## config.mk

```make
export PLATFORM = sky130hd
export DESIGN_NAME = heater_offset_trim_controller
export DESIGN_NICKNAME = d
export VERILOG_FILES = /design/src/rtl/hotc_pkg.sv /design/src/rtl/hotc_trim.sv /design/src/rtl/heater_offset_trim_controller.sv
export SDC_FILE = /design/constraint.sdc
export NUM_CORES = 1
export LEC_CHECK = 0
export BUFFER_PORTS_ARGS = -buffer_cell sky130_fd_sc_hd__buf_2
export CAP_MARGIN = 5
export CORE_AREA = 2 2 150 263
export DETAILED_ROUTE_END_ITERATION = 8
export DIE_AREA = 0 0 152 265
export PLACE_DENSITY = 0.47
export SKIP_LAST_GASP = 1
export SYNTH_ARGS = -nofsm -noshare
export SYNTH_HDL_FRONTEND = slang
export SYNTH_SLANG_ARGS = --single-unit
export TNS_END_PERCENT = 30
```

## constraint.sdc

```tcl
create_clock -name clk -period 7.6 [get_ports clk]
set_input_delay 1.14 -clock clk [delete_from_list [all_inputs] [get_ports clk]]
set_output_delay 1.14 -clock clk [all_outputs]
set_load 0.02 [all_outputs]
```

## src/rtl/hotc_pkg.sv

```systemverilog
// Shared types and constants for the heater offset trim controller.
package hotc_pkg;

	localparam int LIMIT_FACTOR = 50;

	localparam int FLOW_W   = 11;
	localparam int TEMP_W   = 12;
	localparam int OFFSET_W = 18;
	localparam int CALC_W   = OFFSET_W + 1;
	localparam int CMP_W    = TEMP_W + 2;
	localparam int RISE_W   = 5;
	localparam int FALL_W   = 2;

	localparam logic [1:0] DIR_STEADY = 2'd0;
	localparam logic [1:0] DIR_RAISE  = 2'd1;
	localparam logic [1:0] DIR_LOWER  = 2'd2;

	localparam logic signed [CMP_W-1:0] RAISE_BAND     = 14'sd5;
	localparam logic signed [CMP_W-1:0] NEAR_BAND      = 14'sd30;
	localparam logic signed [CMP_W-1:0] LOWER_BAND     = 14'sd10;
	localparam logic signed [CMP_W-1:0] FAST_OUT_LIMIT = 14'sd950;
	localparam logic signed [CMP_W-1:0] ELEM_FAST_TEMP = 14'sd990;
	localparam logic signed [CMP_W-1:0] OUT_HOT_TEMP   = 14'sd998;
	localparam logic signed [CMP_W-1:0] ELEM_HOT_TEMP  = 14'sd1010;

	localparam logic [RISE_W-1:0] RISE_DWELL_FAST = 5'd1;
	localparam logic [RISE_W-1:0] RISE_DWELL_HOT  = 5'd3;
	localparam logic [RISE_W-1:0] RISE_DWELL_NEG  = 5'd10;
	localparam logic [RISE_W-1:0] RISE_DWELL_POS  = 5'd30;
	localparam logic [RISE_W-1:0] RISE_DWELL_FAR  = 5'd10;
	localparam logic [FALL_W-1:0] FALL_DWELL_FAST = 2'd1;
	localparam logic [FALL_W-1:0] FALL_DWELL_SLOW = 2'd3;

	typedef struct packed {
		logic [FLOW_W-1:0]        flow_power;
		logic signed [TEMP_W-1:0] target_temp;
		logic signed [TEMP_W-1:0] outlet_temp;
		logic signed [TEMP_W-1:0] element_temp;
		logic                     preset_fast;
	} item_t;

	typedef struct packed {
		logic signed [OFFSET_W-1:0] offset;
		logic [1:0]                 dir;
		logic [RISE_W-1:0]          rise;
		logic [FALL_W-1:0]          fall;
	} trim_state_t;

endpackage

```

## src/rtl/hotc_trim.sv

```systemverilog
// Next-state logic for one control tick: dwell counting, offset step and clamps.
module hotc_trim (
	input  hotc_pkg::item_t       item,
	input  hotc_pkg::trim_state_t cur,
	output hotc_pkg::trim_state_t nxt
);
	import hotc_pkg::*;

	logic [CALC_W-1:0]          lim_u;
	logic signed [CALC_W-1:0]   lim_hi;
	logic signed [CALC_W-1:0]   lim_lo;
	logic signed [CALC_W-1:0]   step;
	logic signed [CALC_W-1:0]   off_cur;
	logic signed [CALC_W-1:0]   off_up;
	logic signed [CALC_W-1:0]   off_dn;
	logic signed [CALC_W-1:0]   off_new;
	logic signed [CMP_W-1:0]    tgt;
	logic signed [CMP_W-1:0]    outl;
	logic signed [CMP_W-1:0]    elem;
	logic                       raise;
	logic                       lower;
	logic [RISE_W-1:0]          rise_inc;
	logic [FALL_W-1:0]          fall_inc;
	logic [RISE_W-1:0]          rise_dwell;
	logic [FALL_W-1:0]          fall_dwell;
	logic [1:0]                 dir_new;

	assign lim_u   = CALC_W'(item.flow_power) * CALC_W'(LIMIT_FACTOR);
	assign lim_hi  = $signed(lim_u);
	assign lim_lo  = -lim_hi;
	assign step    = $signed(CALC_W'(item.flow_power[FLOW_W-1:1]));
	assign off_cur = CALC_W'(cur.offset);
	assign off_up  = off_cur + step;
	assign off_dn  = off_cur - step;

	assign tgt  = CMP_W'(item.target_temp);
	assign outl = CMP_W'(item.outlet_temp);
	assign elem = CMP_W'(item.element_temp);

	assign raise = tgt > (outl - RAISE_BAND);
	assign lower = tgt < (outl + LOWER_BAND);

	assign rise_inc = cur.rise + RISE_W'(1);
	assign fall_inc = cur.fall + FALL_W'(1);

	always_comb begin
		if (item.preset_fast) begin
			rise_dwell = (outl < FAST_OUT_LIMIT) ? RISE_DWELL_FAST : RISE_DWELL_HOT;
		end else if (tgt >= (outl - NEAR_BAND)) begin
			rise_dwell = cur.offset[OFFSET_W-1] ? RISE_DWELL_NEG : RISE_DWELL_POS;
		end else begin
			rise_dwell = RISE_DWELL_FAR;
		end
		fall_dwell = (elem > ELEM_FAST_TEMP) ? FALL_DWELL_FAST : FALL_DWELL_SLOW;
	end

	always_comb begin
		off_new  = off_cur;
		nxt.rise = '0;
		nxt.fall = '0;
		if (raise) begin
			dir_new = DIR_RAISE;
			if (rise_inc >= rise_dwell) begin
				off_new = (off_up >= lim_hi) ? lim_hi : off_up;
			end else begin
				nxt.rise = rise_inc;
			end
		end else if (lower) begin
			dir_new = DIR_LOWER;
			if (fall_inc >= fall_dwell) begin
				off_new = (off_dn <= lim_lo) ? lim_lo : off_dn;
			end else begin
				nxt.fall = fall_inc;
			end
		end else begin
			dir_new = DIR_STEADY;
		end
		if (dir_new != DIR_STEADY && dir_new != cur.dir) begin
			off_new = '0;
		end
		if (outl >= OUT_HOT_TEMP || elem >= ELEM_HOT_TEMP) begin
			off_new = lim_lo;
		end
		nxt.offset = off_new[OFFSET_W-1:0];
		nxt.dir    = dir_new;
	end

endmodule

```

## src/rtl/heater_offset_trim_controller.sv

```systemverilog
// Top level of the heater offset trim controller: input, state and result registers.
// One item per clock cycle sustained while the result register is not stalled. An accepted item is
// captured in the input register; the trim logic then updates the offset, direction and dwell
// counters and loads the result register. The tick state lives in single registers updated in
// the same cycle the result is loaded, which lets the next item follow directly. While the result
// register is stalled, one more item is held in the input register before stall is raised on the
// input side.
module heater_offset_trim_controller (
	input  logic                                    clk,
	input  logic                                    arst_n,
	input  logic                                    in_valid,
	output logic                                    in_stall,
	input  logic [hotc_pkg::FLOW_W-1:0]             flow_power,
	input  logic signed [hotc_pkg::TEMP_W-1:0]      target_temp,
	input  logic signed [hotc_pkg::TEMP_W-1:0]      outlet_temp,
	input  logic signed [hotc_pkg::TEMP_W-1:0]      element_temp,
	input  logic                                    preset_fast,
	output logic                                    out_valid,
	input  logic                                    out_stall,
	output logic signed [hotc_pkg::OFFSET_W-1:0]    power_offset,
	output logic [1:0]                              direction
);
	import hotc_pkg::*;

	item_t       item_s1;
	logic        valid_s1;
	trim_state_t state_q;
	trim_state_t state_nxt;
	logic        out_valid_q;
	logic        out_free;
	logic        advance;

	assign out_free = !out_valid_q || !out_stall;
	assign advance  = valid_s1 && out_free;
	assign in_stall = valid_s1 && !out_free;

	always_ff @(posedge clk or negedge arst_n) begin
		if (!arst_n) begin
			valid_s1 <= 1'b0;
		end else if (!in_stall) begin
			valid_s1 <= in_valid;
		end
	end

	always_ff @(posedge clk) begin
		if (in_valid && !in_stall) begin
			item_s1.flow_power   <= flow_power;
			item_s1.target_temp  <= target_temp;
			item_s1.outlet_temp  <= outlet_temp;
			item_s1.element_temp <= element_temp;
			item_s1.preset_fast  <= preset_fast;
		end
	end

	hotc_trim u_trim (
		.item (item_s1),
		.cur  (state_q),
		.nxt  (state_nxt)
	);

	always_ff @(posedge clk or negedge arst_n) begin
		if (!arst_n) begin
			state_q     <= '0;
			out_valid_q <= 1'b0;
		end else begin
			if (advance) begin
				state_q <= state_nxt;
			end
			if (out_free) begin
				out_valid_q <= valid_s1;
			end
		end
	end

	always_ff @(posedge clk) begin
		if (advance) begin
			power_offset <= state_nxt.offset;
			direction    <= state_nxt.dir;
		end
	end

	assign out_valid = out_valid_q;

endmodule

```

==> Word level (Yosys, flattened, before mapping) <==
Index checks and enable logic that the tools add are counted.
{ "word_totals": {"register_bits": 97, "latchBits": 0, "ram_bits": 0, "romBits": 0, "elab_cells": 65, "memories": 0} }
{ "classes": {"add_sub_neg": 8, "multipliers": 1, "div": 0, "n_lt_le_gt_ge": 11, "n_eq_ne": 1, "shift": 0, "mux": 20, "bitwise_logic": 0, "n_reduce_logical": 11} }
{ "op_table": {"columns": ["op", "n"], "rows": [
  ["2-to-1 mux 18 bit", 8],
  ["2-to-1 mux 5 bit", 5],
  [">= comparator 12 x 11 -> 1 bit (second input constant)", 2],
  ["adder 18 x 11 -> 19 bit", 1],
  [">= comparator 19 x 18 -> 1 bit", 1],
  ["<= comparator 19 bit", 1],
  ["negation 17 -> 19 bit", 1],
  ["subtractor 18 x 11 -> 19 bit", 1],
  ["multiplier 11 x 5 -> 16 bit (second input constant)", 1],
  ["2-to-1 mux 2 bit", 7],
  ["adder 12 x 5 -> 13 bit (second input constant)", 1],
  [">= comparator 12 x 13 -> 1 bit", 1],
  ["> comparator 12 x 13 -> 1 bit", 1],
  ["< comparator 12 x 13 -> 1 bit", 1],
  ["subtractor 12 x 4 -> 13 bit (second input constant)", 1],
  ["subtractor 12 x 6 -> 13 bit (second input constant)", 1],
  ["> comparator 12 x 11 -> 1 bit (second input constant)", 1],
  ["< comparator 12 x 11 -> 1 bit (second input constant)", 1],
  ["adder 5 x 1 -> 5 bit (second input constant)", 1],
  [">= comparator 5 bit", 1],
  ["logical AND 1 bit", 4],
  ["logical NOT 1 bit", 4],
  ["adder 2 x 1 -> 2 bit (second input constant)", 1],
  [">= comparator 2 bit", 1],
  ["3 further kinds", 4]
]} }

==> Longest topological paths before layout <==
{ "depth": {"depth_word": 9, "mapped_depth": 27, "depth_no_buf": 24} }

==> Cells and area by module <==
A second synthesis with hierarchy kept.
{ "unflattened": {"hier_cells": 1004, "area_unflattened_um2": 9514.1} }
{ "modules_own_cells": {"columns": ["mod", "instances", "cells_per_inst", "area_each_um2"], "rows": [
  ["hotc_trim", 1, 871, 6278.5],
  ["heater_offset_trim_controller", 1, 133, 3235.6]
]} }

==> Worst setup path before layout <==
No wires, ideal clock.
{ "synth_timing": {"kind": "register -> register", "startpoint": "reg item_s1[39] in the netlist's numbering", "endpoint": "reg power_offset[1] in the netlist's numbering, data pin", "arrival_ps": 5453, "slack_ps": 1894, "stages_incl_launch_ff": 27, "path_buffers": 2, "period_less_slack_ps": 5706, "cell_sequence": "edfxtp_1 inv_1 ha_1 ha_1 ha_1 inv_1 fa_1 nand2b_1 a211oi_1 o21ai_0 xor2_1 and2_1 nand2_1 or4_1 inv_1 ha_1 inv_1 o211ai_1 a211o_1 o211a_1 buf_2 clkbuf_1 nand2_1 o211ai_1 o211ai_1 o21ai_0 a21o_1"} }
{ "synth_lines": {"columns": ["element", "line", "rtl"], "rows": [
  ["start, declared", "heater_offset_trim_controller.sv:25", "item_t item_s1;"],
  ["end signal, assigned", "heater_offset_trim_controller.sv:77", "power_offset <= state_nxt.offset;"],
  ["end, declared", "heater_offset_trim_controller.sv:20", "output logic signed [hotc_pkg::OFFSET_W-1:0] power_offset,"]
]} }

==> metrics.md <==
| Metric | Value |
|---|---|
| Status | finished clean |
| GRT busiest layer | met2 |
| Sequential fraction of the synthesis area | 29.3% |
| Syn-to-layout area delta | 12.4% |
| Nets | 1285 |
| Type of the tightest min-delay check | reg -> reg |
| Total congestion overflow | 0 |
| CP max-delay cell | or4_1 |
| Post-Syn Area | 9450 sq um |
| Max VDD drop | 0.148 mV |
| Post-synth EDFFs | 68 |
| Worst reg2reg path depth | 25 |
| Root buf cell | clkbuf_16 |
| Worst EP arrival | 7350 ps |
| Fin. max-slew vios | 0 |
| Required time of the critical path | 7920 ps |
| Met1 GRT Util | 14.0% |
| Post-synth ARST share | 29.9% |
| Reg2reg end | state_q[19] |
| H-Tree Depth | 3 |
| Drt via density | 5.01 |
| Die height | 265 microns |
| Hold WS | 501 ps |
| Post-route DRC | 0 |
| Synth warn | 0 |
| Row count | 95 |
| Worst Max-Slew Pin Slew | 1020 ps |
| Fin cells | 1576 |
| Critical path peak fanout | 12 |
| Ys flop type | edfxtp_1 |
| Core Footprint | 38200 sq um |
| Final Wtd Congestion | 0.938 |
| Area used by multi-input combinational logic | 6230 sq um |
| Syn_nets | 1229 |
| Fin Setup TNS | 0 ps |
| Clock transition at the registers of the reported paths | 80 ps |
| Initial antenna violation count | 0 |
| Hold path startpoint | state_q[7] |
| Synth unique cells | 90 |
| Hold endpoint | state_q[7] |
| R2R setup slack | 570 ps |
| Starting Density | 24.8% |
| Fin crit share | 92.5% |
| Clk_lat worst skew | 380 ps |
| Yosys reg bits | 97 |
| Mapped Cells | 1030 |
| FF/Latch Area | 2770 sq um |
| Resize count post-CTS | 0 |
| DP Cell Count | 1560 |
| Final hold violations | 0 |
| Max-Cap Viols | 0 |
| Fmax | 142 MHz |
| PwrDens | 332 nW/um^2 |
| Crit Path Class | reg -> reg |
| Commonest non-fill, non-tap cell in the layout | ha_1 |
| Area leader, netlist | edfxtp_1 |
| I/O Pins | 74 |
| Met2 GRT Util | 32.2% |
| Die area | 40300 sq um |
| Dpl ws | 610 ps |
| Worst Skew | 10.7 ps |
| Worst path most repeated cell | ha_1 |
| Port Buffers | 73 |
| Share of layout cells above drive strength 1 | 13.7% |
| Drt first pass iters | 4 |
| Setup Fix Bufs, Post-CTS | 0 |
| Initial drt markers | 288 |
| Total CTS buffers | 9 |
| Rel. slew slack | 31.6% |
| GR Util All Layers | 15.8% |
| Pin count of the biggest net entering global routing | 49 |
| Vias after detailed routing | 7899 |
| LEAKAGE | 4.48 nW |
| Setup slack after layout | 566 ps |
| Vias in the first global route | 8312 |
| Diode count | 0 |
| Max clock buf depth | 2 |
| Synth top area cells | edfxtp_1 (22%), ha_1 (18%), dfrtp_1 (7.7%), xnor2_1 (4.3%), a21oi_1 (4.0%) |
| Cts hold-fix bufs | 0 |
| RR Startpoint | item_s1[39] |
| Top cell type's share of synthesized area | 21.6% |
| TritonCTS clock tree | yes |
| Period minus WS final | 7030 ps |
| Critical path's top delay family | simple AND/OR/NAND/NOR gates |
| CP peak stage delay | 590 ps |
| DR WL/cell | 20.1 microns |
| Setup violations, final | 0 |
| Critical path capture point type | register |
| Hold Path Cell Cnt | 2 |
| Most frequent cells in the layout | ha_1 (139), nor2_1 (82), nand2_1 (82), a21oi_1 (75), buf_2 (73) |
| Avg Cell Area, Syn | 9.17 sq um |
| Num Clock Sinks | 97 |
| Met3 Use GR | 1.54% |
| Worst Setup Start Kind | register |
| Number of routed nets with antenna violations | 0 |
| WP buf/inv | 4 |
| DP Wirelength | 26.0 mm |
| Die W | 152 microns |
| DRT Wirelength | 31.7 mm |
| First-pass GRT wire length | 48.2 mm |
| RSZ-0062 raised after global routing | no |
| Filler Cell Count | 4063 |
-- synth_stat cells (5+ instances only) --
cell and number:
a211o_1 7, o31ai_1 6, edfxtp_1 68, nor3_1 14, a211oi_1 12, mux2_2 9, nor2_1 82, or3_1 7
ha_1 139, o211ai_1 15, and2_1 7, o21a_1 9, nand4_1 12, a21o_1 8, nand2_1 82, xor2_1 31
nand2_2 5, dfrtp_1 29, o21ai_0 56, fa_1 8, nand2b_1 16, inv_1 70, and4_1 8, buf_2 10
o31a_1 5, o22ai_1 8, xnor2_1 46, nand3_1 27, o21bai_1 5, clkbuf_1 23, nor2b_1 17, a31oi_1 12
and3_1 5, a21oi_1 75
-- stage by stage --
| step | cell area [sq um] | power [mW] | util (%) |
|---|---|---|---|
| floorplan | 9450 | 2.33 | - |
| global placement | 10300 | 3.02 | 27.0 |
| detailed placement | 10300 | 3.03 | 27.0 |
| CTS | 10600 | 3.55 | 27.8 |
| global route | 10600 | 3.81 | 27.8 |
| finish | 10600 | 3.52 | 27.8 |
-- per-layer routing --
layer  vias to the layer above  wire, microns
met1                      3789          10600
met3                        81            513
met2                       158          18300
met5                         -              0
li1                       3871              -
met4                         0           2350
-- sequential cells by signal, indices dropped and copies added (netlist names) --
name          cells
item_s1          48
state_q          27
power_offset     18
direction         2
out_valid         1
valid_s1          1
-- logic make-up after synthesis --
group           after synthesis  synth area share (%)
fa+ha+maj                   147                  20.1
buf+inv                     110                  4.78
flops                        97                  29.3
mux                          12                  1.39
xor+xnor                     78                  7.31
simple gates                308                  16.5
compound gates              278                  20.7
-- worst min-delay path, stage by stage (launching register included) --
cell,delay [ps]
dfrtp_1,360
nand2_1,50
o21ai_0,60
-- worst max-delay path by stage --
stage / from / to / slack (ps) / cells past startpoint
floorplan: item_s1[39] / power_offset[1] / 1890 / 26
global placement: item_s1[39] / state_q[18] / 670 / 24
detailed placement: item_s1[39] / state_q[19] / 610 / 25
CTS: item_s1[39] / state_q[19] / 570 / 25
global route: item_s1[39] / state_q[19] / 190 / 25
finish: item_s1[39] / state_q[19] / 570 / 25
-- area by class of cell --
class                           instances  share of cell area (%)
Multi-Input combinational cell        823                    58.7
Clock buffer                            9                    2.12
Clock inverter                          7                   0.742
Timing Repair Buffer                   84                    4.22
Sequential cell                        97                    26.1
Inverter                               71                    2.51
Tap cell                              485                    5.71
-- power by group --
group          internal (mW)  leakage (nW)  switching (mW)
Clock                  0.259         0.144           0.232
Combinational          0.830          3.32            1.40
Sequential             0.670          1.02           0.128
Power figures use the tool's default switching activity.
